$ cat config.mk
export PLATFORM = sky130hd
export DESIGN_NAME = cipu_div_cell
export DESIGN_NICKNAME = d
export VERILOG_FILES = /design/src/rtl/cipu_pkg.sv /design/src/rtl/cipu_div_cell.sv
export SDC_FILE = /design/constraint.sdc
export NUM_CORES = 1
export LEC_CHECK = 0
export ABC_AREA = 1
export BUFFER_PORTS_ARGS = -buffer_cell sky130_fd_sc_hd__buf_2
export CAP_MARGIN = 40
export CORE_AREA = 8 8 314 316
export CTS_CLUSTER_DIAMETER = 200
export DETAILED_ROUTE_END_ITERATION = 10
export DIE_AREA = 0 0 322 324
export GPL_ROUTABILITY_DRIVEN = 1
export RECOVER_POWER = 50
export SYNTH_ARGS = -nofsm -noshare
export SYNTH_HDL_FRONTEND = slang
export SYNTH_SLANG_ARGS = --single-unit
$ cat constraint.sdc
create_clock -name clk -period 1.25 [get_ports clk]
set_clock_uncertainty 0.15 [all_clocks]
set_input_delay 0 -clock clk [delete_from_list [all_inputs] [get_ports clk]]
set_output_delay 0 -clock clk [all_outputs]
set_load 0.005 [all_outputs]
$ cat src/rtl/cipu_pkg.sv
package cipu_pkg;

	localparam int CW = 32;
	localparam int FB = 16;
	localparam int DW = CW - 1;
	localparam int AW = CW - 2;
	localparam int QW = AW;
	localparam int NW = AW + DW;
	localparam int NCELL = QW;
	localparam logic [DW-1:0] DIM_RESET = DW'(1) << FB;

	typedef enum logic [1:0] {
		REG_CENTER_X = 2'd0,
		REG_CENTER_Y = 2'd1,
		REG_CENTER_Z = 2'd2,
		REG_CUBE_DIM = 2'd3
	} cfg_reg_t;

	typedef struct packed {
		logic [DW-1:0] rem;
		logic [QW-1:0] num;
		logic [QW-1:0] quo;
	} lane_t;

	typedef struct packed {
		logic              in_cube;
		logic              zero;
		logic [2:0]        sgn;
		logic [2:0][CW-1:0] base;
	} side_t;

	typedef struct packed {
		logic [DW-1:0] den;
		lane_t [2:0]   lane;
		side_t         side;
	} div_t;

endpackage

$ cat src/rtl/cipu_div_cell.sv
module cipu_div_cell (
	input  logic               clk,
	input  logic               arst_n,
	input  logic               en,
	input  logic               in_valid,
	input  cipu_pkg::div_t     in_data,
	output logic               out_valid,
	output cipu_pkg::div_t     out_data
);

	logic           valid_q;
	cipu_pkg::div_t data_q;
	cipu_pkg::div_t nxt;
	logic [cipu_pkg::DW:0] t;
	logic ge;

	always_comb begin
		nxt = in_data;
		t = '0;
		ge = 1'b0;
		for (int a = 0; a < 3; a++) begin
			t = {in_data.lane[a].rem, in_data.lane[a].num[cipu_pkg::QW-1]};
			ge = t >= {1'b0, in_data.den};
			nxt.lane[a].rem = ge ? cipu_pkg::DW'(t - {1'b0, in_data.den})
				: cipu_pkg::DW'(t);
			nxt.lane[a].num = in_data.lane[a].num << 1;
			nxt.lane[a].quo = {in_data.lane[a].quo[cipu_pkg::QW-2:0], ge};
		end
	end

	always_ff @(posedge clk or negedge arst_n) begin
		if (!arst_n) begin
			valid_q <= 1'b0;
		end else if (en) begin
			valid_q <= in_valid;
		end
	end

	always_ff @(posedge clk) begin
		if (en) begin
			data_q <= nxt;
		end
	end

	assign out_valid = valid_q;
	assign out_data  = data_q;

endmodule

# After elaboration in Yosys (flattened, before gate mapping)
# Index checks and enable logic that the tools add are counted.
classes:
  n_addsub: 3
  n_lt_le_gt_ge: 3
  muxes: 3
op_table:
  columns: ["operator", "n"]
  rows:
  - ["$ge A32 B31 Y1", 3]
  - ["$mux W31", 3]
  - ["$sub A31 B31 Y31", 3]
totals:
  regBits: 403
  input_bits: 409
  wordCells: 26

# Depth between registers and ports, before layout
depth:
  depth_word: 2
  mapped_depth: 17
  ltp_nobuf: 15

# Least setup slack after synthesis
# No wires, ideal clock.
synth_path:
  kind: "input -> register"
  startpoint: "input port in_data[251] (netlist bit)"
  endpoint: "register data_q, in the netlist out_data[258] (data pin)"
  setup_time_ps: 252
  arrival_ps: 1626
  path_slack_ps: -778
  path_stages: 17
  n_path_buf: 2
  path_cell_list: "inv_1 -> ha_1 -> fa_1 -> inv_1 -> nand2_1 -> nand2_1 -> nand3_1 -> nand2_1 -> nand2_1 -> nand3_1 -> nand2_1 -> nand2_4 -> inv_2 -> buf_6 -> buf_6 -> nand2_1 -> nand2_1"
synth_rtl:
  columns: ["item", "line_no", "rtl"]
  rows:
  - ["start: declaration", "cipu_div_cell.sv:6", "input cipu_pkg::div_t in_data,"]
  - ["end signal: assignment", "cipu_div_cell.sv:41", "data_q <= nxt;"]
  - ["end: declaration", "cipu_div_cell.sv:12", "cipu_pkg::div_t data_q;"]

==> flow_summary.toml <==
[route]
vias = 23840
antenna_left = 0
vias_per_cell = 4.301
firstDrtPassIters = 6
avgRoutedWirePerCell_um = 24.62
drt-total-wl_mm = 136.5
drtIter0Drc = 1527
drc_errors = 0

[synthesis]
yosys_warnings = 0
yosysTopAreaCellShare_pct = 58.20
synth_top_cell_by_area = "edfxtp_1"
netlist_top_cells_count = "841 x nand2_1, 419 x inv_1, 402 x edfxtp_1"
synth-main-ff-cell = "edfxtp_1"
synth_area_um2 = 20740
synth_area_leaders = "edfxtp_1 58%, nand2_1 15%, inv_1 7.6%"
yosysSeqAreaShare_pct = 58.33
synth.distinct_cells = 37
synth.most_common_cell = "nand2_1"
async_reset_ff_share_pct = 0.2481
yosys_register_bits = 403
postSynthCellCount = 2245
synth_edf_count = 402
syn_avg_cell_area_um2 = 9.238

[timing]
rsz0062_at_grt = "yes"
min_period_over_period_pct = 130.6
setup_violations = 711
whs_ns = -0.4500
finalWorstSetupSlack_ns = -0.3820
drv_slew = 0
period_minus_slack_ns = 1.632
hold_viol = 31
max_freq_mhz = 612.7

[critical_path]
cp-startpoint = "in_data[400]"
r2r-end = "out_valid"
critPathRequiredTime_ns = 1.48
reg2reg_depth = 1
end_kind = "register"
worstSetupPathType = "in -> reg"
cp_data_arrival_time_ns = 1.86
crit_path_max_fanout = 8
start_kind = "primary input"
rrSetupSlack_ns = 0.36
r2r-start = "out_valid"

[clock_network]
cts_buffers = 50
cts_tree = "yes"
htree_levels = 2
clock_latency_ns = 0.62
cts_root_buf = "clkbuf_16"
cts_num_sinks = 403
clkSlewWorstSetupHoldPaths_ns = 0.06
cts_max_path_buffers = 3

[power]
p_per_area_nw_per_um2 = 1094
power_w = 0.04628
p_leak_nw = 19.88
ir_worst_vdd_uv = 1020

[placed_design]
io_buffers = 808
post-dp-hpwl_mm = 106.6
place_ws_ns = -1.313
gp_congestion = 0.9834
place_area_um2 = 29860

[finish]
fin_nets = 4721
syn2layout_area_growth_pct = 104.0
fin_area_um2 = 42310
register_area_um2 = 12100
multi_input_area_um2 = 9346
fillCellCount = 8944
post-route-util_pct = 45.07
drive_above_1_share_pct = 42.07

[floorplanning]
initial_core_util_pct = 22.09
io_pins = 815
core_um2 = 93880
die_h_um = 324
dieWidth_um = 322
dieArea_um2 = 104300
rows = 113

[global_routing]
grt_overflow = 0
grt_pass1_vias = 24440
grt_max_degree = 55
grt_pass1_wl_mm = 183.6
antenna_found_initial = 42
grt_usage_pct = 24.69

[flow_run]
drv_cap = 0

[status]
violations = "hold timing, setup timing"
run_status = "complete, but fails checks"

[hold_path]
holdPathStages = 3
min_path_type = "in -> reg"
min_to = "out_data[353]"
min_from = "in_data[352]"
worst max-delay path by stage:
stage	end	slack, ns	cells after the start
3_5_place_dp	out_data[276]	-1.31	13
6_report	out_data[364]	-0.38	13
4_1_cts	out_data[268]	-0.31	15
5_1_grt	out_data[368]	-0.39	16
2_1_floorplan	out_data[258]	-0.67	17
3_3_place_gp	out_data[258]	-1.32	13
registers in the layout (all words and copies together), names as in the netlist:
name / flops
out_data: 402
out_valid: 1
repair_timing:
| action | 4_1_cts | 5_1_grt |
|---|---|---|
| resized for setup | 374 | 462 |
| gates cloned | 10 | 3 |
| pin swaps | 74 | 89 |
| hold buffers | 652 | 29 |
| endpoints found under the setup margin | 499 | 499 |
| hold endpoints to repair | 803 | 53 |
| buffers inserted | 41 | 12 |
worst max-delay path, cell delays in order:
cell	delay (ns)
buf_8	0.08
clkinvlp_4	0.22
ha_4	0.36
nand2_1	0.08
nor2_2	0.15
nand2_2	0.12
nor3_4	0.26
nand2_4	0.10
nand2_8	0.14
inv_8	0.06
clkbuf_16	0.17
nand2_1	0.06
nand2_1	0.06
power by group:
part	internal [W]	switching, W
Sequential	0.0165	0.000639
Clock	0.00875	0.00653
Combinational	0.00689	0.00702
Total	0.0321	0.0142
cells by family (layout without fill, tap and decap cells):
kind of cell | count (synthesis) | in the layout | synth area share, %
other | 1 | 24 | 0.01808
adder cells (fa/ha/maj) | 96 | 96 | 5.900
flip-flops | 403 | 403 | 58.33
AO/OA/AOI/OAI | 84 | 84 | 2.190
buffers and inverters | 447 | 2457 | 8.518
multiplexers | 1 | 1 | 0.05429
AND/OR/NAND/NOR | 1170 | 1170 | 23.18
XOR/XNOR | 43 | 43 | 1.816
through the flow:
step / TNS (ns) / std cells
after floorplan: -54.20 / 2247
after global placement: -113.30 / 4687
after detailed placement: -112.03 / 4687
after CTS: -76.97 / 5482
after global routing: -115.80 / 5527
final: -74.64 / 5543
area by class of cell:
class	count	area share (%)
Sequential cell	403	28.59
Clock buffer	56	3.060
Clock inverter	37	0.9433
Timing Repair inverter	2	0.07688
Antenna cell	21	0.1242
Timing Repair Buffer	1939	37.35
Inverter	423	4.033
Tap cell	1265	3.741
Multi-Input combinational cell	1397	22.09
metal layers:
layer | wire length (µm) | part of all wire (%) | GRT usage, %
met4 | 8912 | 6.5 | 12.22
met5 | 199 | 0.15 | 0
met2 | 63590 | 47 | 41.37
met1 | 50870 | 37 | 28.03
met3 | 12930 | 9.5 | 8.442
layout by cell type (no fill, tap or decap), drive strengths merged, types with 2 or more instances in the layout:
master       netlist  layout
buf               23    1224
nand2            846     846
dlygate4sd3        0     681
inv              423     414
edfxtp           402     402
nand3            129     129
nor2             126     126
ha                93      93
clkbuf             1      90
a21oi             51      51
xor2              41      41
nand4             34      34
o21ai             24      24
clkinv             0      23
diode              0      21
clkinvlp           0      19
nor3               9       9
o21bai             8       8
and2               8       8
or2                8       8
nand3b             7       7
bufinv             0       6
fa                 3       3
conb               1       3
and3               3       3
xnor2              2       2
(Power assumes the default switching activity.)
